**config.mk**
```make
export PLATFORM = sky130hd
export DESIGN_NAME = ivf_cfg
export DESIGN_NICKNAME = d
export VERILOG_FILES = /design/src/design/integrating_velocity_filter_macros.svh /design/src/design/ivf_pkg.sv /design/src/design/ivf_cfg.sv
export SDC_FILE = /design/constraint.sdc
export NUM_CORES = 1
export LEC_CHECK = 0
export ABC_CLOCK_PERIOD_IN_PS = 2370
export BUFFER_PORTS_ARGS = -buffer_cell sky130_fd_sc_hd__buf_2
export CAP_MARGIN = 20
export CORE_MARGIN = 2
export CORE_UTILIZATION = 28
export CTS_CLUSTER_SIZE = 24
export DETAILED_ROUTE_END_ITERATION = 6
export GPL_ROUTABILITY_DRIVEN = 1
export HOLD_SLACK_MARGIN = 0.06
export SYNTH_ARGS = -nofsm -noshare
export SYNTH_HDL_FRONTEND = slang
export SYNTH_SLANG_ARGS = --single-unit
```
**constraint.sdc**
```tcl
create_clock -name clk -period 2.37 [get_ports clk]
set_clock_uncertainty 0.15 [all_clocks]
set_input_delay 0.3555 -clock clk [delete_from_list [all_inputs] [get_ports clk]]
set_output_delay 0.3555 -clock clk [all_outputs]
set_load 0.02 [all_outputs]
```
**src/design/integrating_velocity_filter_macros.svh**
```systemverilog
// Assertion helpers used by the filter's core module.
// Each expects clk and rst in scope.
`ifndef INTEGRATING_VELOCITY_FILTER_MACROS_SVH
`define INTEGRATING_VELOCITY_FILTER_MACROS_SVH

// Consequent holds in the same cycle as the antecedent.
`define IVF_ASSERT_NOW(label, ante, cons, msg) \
  label: assert property (@(posedge clk) disable iff (rst) (ante) |-> (cons)) \
    else $error(msg);

// Consequent holds in the cycle after the antecedent.
`define IVF_ASSERT_NEXT(label, ante, cons, msg) \
  label: assert property (@(posedge clk) disable iff (rst) (ante) |=> (cons)) \
    else $error(msg);

`endif

```
**src/design/ivf_pkg.sv**
```systemverilog
`timescale 1ns / 1ps
`default_nettype none

package ivf_pkg;

  // Commands
  localparam logic [1:0] CMD_SAMPLE  = 2'd0;
  localparam logic [1:0] CMD_RELEASE = 2'd1;
  localparam logic [1:0] CMD_CLEAR   = 2'd2;

  // Register indexes
  localparam logic [1:0] REG_DEGREE   = 2'd0;
  localparam logic [1:0] REG_TCONST   = 2'd1;
  localparam logic [1:0] REG_MINDELTA = 2'd2;
  localparam logic [1:0] REG_STOPGAP  = 2'd3;

  localparam logic [63:0] NS_PER_S = 64'd1000000000;
  localparam logic [63:0] ONE_Q16  = 64'd65536;
  localparam logic [63:0] MUL_CAP  = 64'h4000_0000_0000_0000;

  typedef struct packed {
    logic [1:0]         cmd;
    logic [4:0]         pointer_id;
    logic [31:0]        event_mask;
    logic [62:0]        event_time;
    logic signed [23:0] pos_x;
    logic signed [23:0] pos_y;
    logic               last_of_event;
  } sample_t;

  typedef struct packed {
    logic [4:0]         out_pointer;
    logic [62:0]        est_time;
    logic [1:0]         est_degree;
    logic signed [23:0] est_pos_x;
    logic signed [23:0] est_pos_y;
    logic signed [39:0] vel_x;
    logic signed [39:0] vel_y;
    logic signed [47:0] half_accel_x;
    logic signed [47:0] half_accel_y;
  } estimate_t;

  typedef struct packed {
    logic [1:0]  filter_degree;
    logic [29:0] time_constant_ns;
    logic [29:0] min_delta_ns;
    logic [31:0] stop_gap_ns;
  } cfg_t;

  // One round(n*b/d) request for the serial unit
  typedef struct packed {
    logic signed [63:0] n;
    logic [63:0]        b;
    logic [63:0]        d;
  } md_req_t;

  // Per-pointer record
  typedef struct packed {
    logic [62:0]        upd;
    logic [1:0]         deg;
    logic signed [23:0] pos_x;
    logic signed [23:0] pos_y;
    logic signed [39:0] vel_x;
    logic signed [39:0] vel_y;
    logic signed [47:0] acc_x;
    logic signed [47:0] acc_y;
  } ptr_rec_t;

  function automatic logic signed [39:0] sat40(input logic signed [63:0] x);
    logic signed [63:0] hi;
    logic signed [63:0] lo;
    hi = 64'sh0000_007F_FFFF_FFFF;
    lo = -hi - 64'sd1;
    if (x > hi) return hi[39:0];
    else if (x < lo) return lo[39:0];
    else return x[39:0];
  endfunction

  function automatic logic signed [47:0] sat48(input logic signed [63:0] x);
    logic signed [63:0] hi;
    logic signed [63:0] lo;
    hi = 64'sh0000_7FFF_FFFF_FFFF;
    lo = -hi - 64'sd1;
    if (x > hi) return hi[47:0];
    else if (x < lo) return lo[47:0];
    else return x[47:0];
  endfunction

  // Half, rounded away from zero
  function automatic logic signed [47:0] half48(input logic signed [47:0] a);
    logic [48:0] mag;
    logic [48:0] h;
    mag = a[47] ? (49'd0 - {a[47], a}) : {1'b0, a};
    h = (mag + 49'd1) >> 1;
    return a[47] ? (48'd0 - h[47:0]) : h[47:0];
  endfunction

endpackage

`default_nettype wire

```
**src/design/ivf_cfg.sv**
```systemverilog
`timescale 1ns / 1ps
`default_nettype none

// Configuration registers behind the APB-style port.
module ivf_cfg (
  input  wire logic        clk,
  input  wire logic        rst,
  input  wire logic        psel,
  input  wire logic        penable,
  input  wire logic        pwrite,
  input  wire logic [3:0]  paddr,
  input  wire logic [31:0] pwdata,
  output logic [31:0]      prdata,
  output logic             pready,
  output ivf_pkg::cfg_t    cfg
);

  logic wr;

  assign pready = 1'b1;
  assign wr     = psel && penable && pwrite;

  // Register writes
  always_ff @(posedge clk) begin
    if (rst) begin
      cfg.filter_degree    <= 2'd1;
      cfg.time_constant_ns <= 30'd10000000;
      cfg.min_delta_ns     <= 30'd2000000;
      cfg.stop_gap_ns      <= 32'd40000000;
    end else if (wr) begin
      unique case (paddr[3:2])
        ivf_pkg::REG_DEGREE:   cfg.filter_degree    <= pwdata[1:0];
        ivf_pkg::REG_TCONST:   cfg.time_constant_ns <= pwdata[29:0];
        ivf_pkg::REG_MINDELTA: cfg.min_delta_ns     <= pwdata[29:0];
        ivf_pkg::REG_STOPGAP:  cfg.stop_gap_ns      <= pwdata;
        default: ;
      endcase
    end
  end

  // Read back
  always_comb begin
    unique case (paddr[3:2])
      ivf_pkg::REG_DEGREE:   prdata = {30'd0, cfg.filter_degree};
      ivf_pkg::REG_TCONST:   prdata = {2'd0, cfg.time_constant_ns};
      ivf_pkg::REG_MINDELTA: prdata = {2'd0, cfg.min_delta_ns};
      ivf_pkg::REG_STOPGAP:  prdata = cfg.stop_gap_ns;
      default:               prdata = 32'd0;
    endcase
  end

endmodule

`default_nettype wire

```
Word level (Yosys, flattened, before mapping)
Cells that the tools add are included.
{"block": "totals", "mem_bits_ro": 0, "ff_bits": 94, "ram_bits": 0, "n_memories": 0, "output_inout_bits": 127, "input_bits": 41, "word_cells": 15, "latch_bits": 0}
{"block": "op_classes", "div_mod_pow": 0, "bitwise": 0, "reduce_logical": 7, "addsub": 0, "shift": 0, "n_mul": 0, "n_eq_ne": 3, "magnitude_cmp": 0, "n_mux": 1}
{"op": "32-bit case mux with 4 select lines", "count": 1}
{"op": "2-bit AND reduction", "count": 4}
{"op": "2-bit equality test (second input constant)", "count": 2}
{"op": "2-bit by 1-bit equality test with 1-bit output (second input constant)", "count": 1}
{"op": "1-bit logical AND", "count": 2}
{"op": "2-bit zero test", "count": 1}

Depth between registers and ports, before layout
Gate-level depths: netlist of run 1.
{"block": "logic_depth", "depth_word": 3, "ltp_mapped": 7, "depth_no_buf": 3}

Worst setup path before layout of run 1
Ideal clock, no wire load.
{"block": "synth_timing", "path_kind": "input-to-output", "startpoint": "input paddr[3]", "endpoint": "output prdata[10]", "path_buffers": 3, "slack_ns": 0.593, "required_time_ns": 1.864, "arrival_time_ns": 1.272, "cell_stages": 5, "cell_sequence": "buf_4 -> nor2b_4 -> buf_6 -> clkbuf_1 -> a22o_1"}
{"block": "synth_between", "elab_chain_len": 2, "elab_cells_between_ends": 5, "cone_classes": "eq/ne (3); mux (1); reduce/logical (1)"}
{"item": "start, declared", "line_no": "ivf_cfg.sv:11", "text": "input wire logic [3:0] paddr,"}
{"item": "2-bit equality test (tied with other cells)", "line_no": "ivf_cfg.sv:43", "text": "unique case (paddr[3:2])"}
{"item": "32-bit case mux with 4 select lines (*)", "line_no": "ivf_cfg.sv:43"}
{"item": "end, declared", "line_no": "ivf_cfg.sv:13", "text": "output logic [31:0] prdata,"}
Mark *: on every way between the ends. The rest lies on a longest branch, timed or not.

Worst setup path in the final report of run 1
{"block": "layout_timing", "startpoint": "input paddr[2]", "endpoint": "output prdata[12]"}
Same word-level chain as after synthesis.

==> run_results.csv, run 1 <==
group,metric,value,unit
layout,max_flop_register,"cfg",
yosys,synth_cell_types,31,
layout,reg.largest.list,"cfg: 94 flops",
detailed_routing,wire_per_inst,16.7,um
yosys,syn-mean-instance-area,9.77,um^2
pwr,fin_total_pwr,3530,uW
yosys,yosys_warnings,0,
setup_path,crit_top_cell,"buf_2",
setup_path,critPathMaxStageDelay,0.36,ns
clocking,cts_tree,"yes",
setup_path,arrival,1.55,ns
setup_path,reg2reg_to,"cfg[79]$_SDFFE_PP0P_",
detailed_routing,drc,0,
setup_path,cp_cell_sequence,"buf_2 -> buf_12 -> mux2_2 -> a22o_1 -> buf_2",
pwr,switching_share,24.2,%
global_route,grt_max_degree,69,
setup_path,path_class,"in2out",
layout,antennaDiodeCount,0,
pwr,pwr-share-comb,11.0,%
yosys,synthArstFlopShare,0,%
setup_path,worstPathMaxFanout,29,
layout,fin_nets,650,
yosys,synth_top_area_share,41.8,%
place,place.gp.congestion,0.809,
yosys,synth_largest_area_cell,"dfxtp_1",
detailed_routing,drtAntennaViolNets,0,
place,hpwl,9.47,mm
clocking,cts_resized,0,
yosys,synth_compound_area_share,11.1,%
layout,final_layout_size_suffix_gt1_share,37.4,%
clocking,clock_latency,0.34,ns
yosys,ys_seq_area_share,41.8,%
clocking,cts_post_setup_buffers_inserted,0,
clocking,path_clk_slew,0.07,ns
yosys,syn_nets,502,
yosys,synthFlopType,"dfxtp_1",
timing,rsz0062_at_grt,"false",
detailed_routing,vias,3898,
yosys,synth_fa_ha_area_share,0,%
setup_path,required,1.86,ns
die,die_x,131,um
place,place_ws,0.303,ns
setup_path,worstRegToRegCells,2,
clocking,cts_sinks,94,
die,core_area,15800,um^2
detailed_routing,first_pass_iters,4,
layout,fillers,1601,
yosys,synth_top_family_by_area,"multiplexers",
detailed_routing,vias_per_cell,4.70,
pwr,p_sw,855,uW
setup_path,startpoint_type,"primary input",
yosys,syn_area,4500,um^2
setup_path,timing.rr.start,"cfg[79]$_SDFFE_PP0P_",
pwr,powerDensity,606,nW/um^2
timing,period_needed,2.06,ns
die,ios,168,
run_status,status,"completed",
clocking,cts_root_buffer,"clkbuf_16",
detailed_routing,first_iter_violations,157,
timing,setup_ws,0.315,ns
pwr,seq_power_share,45.8,%
die,die_h,131,um
yosys,synthXorXnorAreaFrac,0,%
setup_path,crit_end,"prdata[12]",
timing,fin_crit_sh,86.7,%
timing,drv_slew,0,
timing,setup_viol,0,
global_route,grt_overflow,0,
global_route,first_global_vias,3800,
pwr,p_int,2670,uW
clocking,numCtsBuffers,9,
setup_path,r2r_setup_slack,1.43,ns
global_route,antenna_found_initial,0,
yosys,yosys.area_share.simple,18.7,%
pwr,power.leakage,0.00267,uW
yosys,synth-edff-count,0,
pwr,ir_drop,0.347,mV
flow_run,cap_viol_max_count,0,
setup_path,worstSetupEndpointType,"output port",
clocking,h-tree-depth,3,
global_route,grt_first_pass_wirelength,20.9,mm
timing,hold_violations,0,
die,start_util,28.5,%
yosys,synth_area_leaders,"dfxtp_1, mux2i_1, nand2b_1, mux2_2, a22o_1",
clocking,cts_hold_buf,0,
die,rows,46,
setup_path,cp_slowest_cell,"mux2_2",
hold_path,min_path_type,"in2reg",
yosys,synth_mux_area_share,23.3,%
clocking,clk_path_buf_depth,2,
layout,largest_reg_flops,94,
yosys,synth_seq_cells,94,
die,die_area,17100,um^2
yosys,synth_cells,461,
timing,fin_tns_setup,0,ns
layout,area_delta_synth_final,29.4,%
place,port_buffers,164,
yosys,yosys-top-cells-count,"dfxtp_1, mux2i_1, nand2b_1",
global_route,grtUsageTotal,16.0,%
setup_path,startpoint,"paddr[2]",
timing,max_freq,0.487,GHz
detailed_routing,drt_wl_total,13.8,mm
yosys,synth_most_common_cell,"dfxtp_1",
pwr,clkPwrFrac,43.2,%
## layer usage
metal | up-vias | track usage, % | part of all wire, %
met1 | 1870 | 20.5 | 46
met2 | 124 | 26.1 | 47
met3 | 18 | 3.83 | 5.7
li1 | 1886 | - | -
met5 | - | 0 | 0
met4 | 0 | 6.13 | 1.8
## cell type report
type | count | area (um^2) | area share (%)
clock inverters | 4 | 72.6 | 1.25
multi-input cells | 325 | 2400 | 41.1
flip-flops and latches | 94 | 1880 | 32.3
repair buffers | 179 | 973 | 16.7
clock buffers | 11 | 233 | 3.99
well taps | 216 | 270 | 4.64
## stage by stage
| step | hold WS (ns) | cell area [um^2] | std cells | util [%] |
|---|---|---|---|---|
| finish | 0.107 | 5830 | 829 | 36.8 |
| global route | 0.117 | 5830 | 829 | 36.8 |
| CTS | 0.0934 | 5830 | 829 | 36.8 |
| detailed placement | 0.321 | 5520 | 814 | 34.9 |
| global placement | 0.321 | 5520 | 814 | 34.9 |
| floorplan | 0.353 | 4500 | 461 | - |
## how the worst min path moves through the flow
stage / from / endpoint / slack (ns) / cells after the start
after detailed placement: cfg[44]$_SDFFE_PP0P_ / cfg[44]$_SDFFE_PP0P_ / 0.32 / 2
after floorplan: pwdata[17] / cfg[79]$_SDFFE_PP0P_ / 0.35 / 2
final: pwdata[31] / cfg[31]$_SDFFE_PP0P_ / 0.11 / 3
after global placement: cfg[44]$_SDFFE_PP0P_ / cfg[44]$_SDFFE_PP0P_ / 0.32 / 2
after CTS: pwdata[31] / cfg[31]$_SDFFE_PP0P_ / 0.09 / 3
after global routing: pwdata[31] / cfg[31]$_SDFFE_PP0P_ / 0.12 / 3
## kinds of logic after synthesis
| group | Yosys count |
|---|---|
| AND/OR/NAND/NOR | 147 |
| multiplexers | 99 |
| flip-flops | 94 |
| AO/OA/AOI/OAI | 78 |
| buffers and inverters | 42 |
| other | 1 |
## power groups by stage
stage | Clock [uW] | Combinational [uW] | Sequential [uW]
2_1_floorplan | 0 | 228 | 1670
3_3_place_gp | 0 | 385 | 1650
3_5_place_dp | 0 | 394 | 1650
4_1_cts | 1570 | 396 | 1620
5_1_grt | 1640 | 422 | 1620
6_report | 1520 | 390 | 1620
## worst max-delay path, delay by kind of cell
| kind | cells | cell delay, ns |
|---|---|---|
| AO/OA/AOI/OAI | 1 | 0.19 |
| multiplexers | 1 | 0.36 |
| buffers and inverters | 3 | 0.63 |
## cell usage in the layout, fill, tap and decap left out, types with 3 or more instances in the layout
cell,n
buf_4,13
nand2b_1,69
nor2_1,40
mux2i_1,69
dfxtp_1,94
clkbuf_16,9
mux2_2,28
nand4_1,7
buf_2,163
a21oi_1,8
buf_12,3
o21ai_0,40
and3_1,3
nor2b_1,17
a22o_1,28
No activity file was read; power rests on OpenSTA's default activity.
==> inputs of run 2 (changes only) <==
- ABC_CLOCK_PERIOD_IN_PS: 2370 -> 2400
- clock period: 2.37 -> 2.4 ns (I/O delays scaled with it)
==> run_results.csv, run 2 (synthesis gave the netlist of run 1 again) <==
group,metric,value,unit
detailed_routing,vias_per_cell,4.72,
timing,rsz0062_at_grt,"false",
detailed_routing,drc,0,
clocking,path_clk_slew,0.07,ns
clocking,cts_tree,"yes",
timing,drv_slew,0,
die,die_h,131,um
clocking,cts_resized,0,
timing,max_freq,0.493,GHz
die,rows,46,
detailed_routing,drt_wl_total,13.7,mm
detailed_routing,vias,3917,
place,port_buffers,164,
layout,fin_nets,651,
setup_path,worstRegToRegCells,2,
timing,fin_crit_sh,84.6,%
setup_path,required,1.89,ns
hold_path,min_path_type,"in2reg",
layout,fillers,1624,
layout,antennaDiodeCount,0,
setup_path,path_class,"in2out",
pwr,ir_drop,0.360,mV
die,core_area,15800,um^2
clocking,clock_latency,0.34,ns
die,die_area,17100,um^2
setup_path,arrival,1.52,ns
setup_path,worstPathMaxFanout,12,
detailed_routing,first_iter_violations,150,
detailed_routing,first_pass_iters,4,
place,hpwl,9.39,mm
die,ios,168,
setup_path,critPathMaxStageDelay,0.36,ns
pwr,powerDensity,586,nW/um^2
clocking,numCtsBuffers,9,
place,place.gp.congestion,0.812,
global_route,antenna_found_initial,0,
setup_path,cp_slowest_cell,"mux2_2",
layout,max_flop_register,"cfg",
layout,largest_reg_flops,94,
pwr,power.leakage,0.00267,uW
run_status,status,"completed",
clocking,cts_post_setup_buffers_inserted,0,
timing,period_needed,2.03,ns
global_route,grt_max_degree,67,
global_route,grt_overflow,0,
global_route,grt_first_pass_wirelength,20.7,mm
setup_path,startpoint_type,"primary input",
timing,hold_violations,0,
clocking,clk_path_buf_depth,2,
clocking,cts_hold_buf,0,
layout,area_delta_synth_final,29.2,%
clocking,h-tree-depth,3,
timing,hold_slack,0.129,ns
hold_path,hold_depth,3,
layout,layout_commonest_cell,"buf_2",
detailed_routing,wire_per_inst,16.5,um
timing,setup_viol,0,
setup_path,cp_cell_sequence,"buf_2 -> buf_4 -> mux2_2 -> a22o_1 -> buf_2",
die,start_util,28.5,%
global_route,first_global_vias,3741,
timing,fin_tns_setup,0,ns
flow_run,cap_viol_max_count,0,
setup_path,worstSetupEndpointType,"output port",
clocking,cts_sinks,94,
die,die_x,131,um
layout,mostFrequentLayoutCells,"buf_2, dfxtp_1, nand2b_1, mux2i_1",
layout,reg.largest.list,"cfg: 94 flops",
detailed_routing,drtAntennaViolNets,0,
global_route,grtUsageTotal,16.0,%
setup_path,crit_top_cell,"buf_2",
layout,final_layout_size_suffix_gt1_share,37.4,%
clocking,cts_root_buffer,"clkbuf_16",
## run 2: changes by cell type in the layout (fill, tap and decap cells not counted)
cell and change:
clkinv_2 -1, clkinvlp_4 -1, buf_4 +1, clkbuf_8 +2
bufinv_16 -1
## run 2: per-layer routing
layer	GRT usage, %	up-vias	wire length [um]
li1	-	1891	-
met1	20.4	1891	6140
met2	26.5	119	6530
met3	3.71	16	800
met4	5.82	0	204
met5	0	-	0
## run 2: power by group
group          internal [uW]  total [uW]  leakage [uW]  switching (uW)
Clock                    854        1430      0.000142             577
Sequential              1580        1600      0.000760            15.9
Combinational            155         383       0.00177             228
Total                   2590        3410       0.00267             821
## run 2: final timing paths
check                               to  slack [ns]                  from
setup / recovery             prdata[5]        0.37              paddr[2]
hold / removal    cfg[79]$_SDFFE_PP0P_        0.13            pwdata[17]
setup reg to reg  cfg[79]$_SDFFE_PP0P_        1.46  cfg[79]$_SDFFE_PP0P_
hold reg to reg   cfg[65]$_SDFFE_PP0P_        0.34  cfg[65]$_SDFFE_PP0P_
## run 2: worst max-delay path: cells and delay by family
family	cells	cell delay, ns
buf+inv	3	0.60
mux	1	0.36
compound gates	1	0.18
## run 2: final cells by class
cell class | count | area, um^2 | share of cell area, %
multi-input combinational | 325 | 2400 | 41.2
timing repair buffer | 180 | 981 | 16.9
tap | 216 | 270 | 4.64
clock buffer | 13 | 260 | 4.47
sequential | 94 | 1880 | 32.3
clock inverter | 1 | 30.0 | 0.516
## run 2: per-stage QoR
stage	instances	instance area [um^2]	total power [uW]	util, %	setup slack, ns
after floorplan	461	4500	1880	-	0.614
after global placement	815	5530	2010	34.9	0.364
after detailed placement	815	5530	2020	34.9	0.346
after CTS	829	5820	3470	36.8	0.342
after global routing	829	5820	3560	36.8	0.296
final	829	5820	3410	36.8	0.370
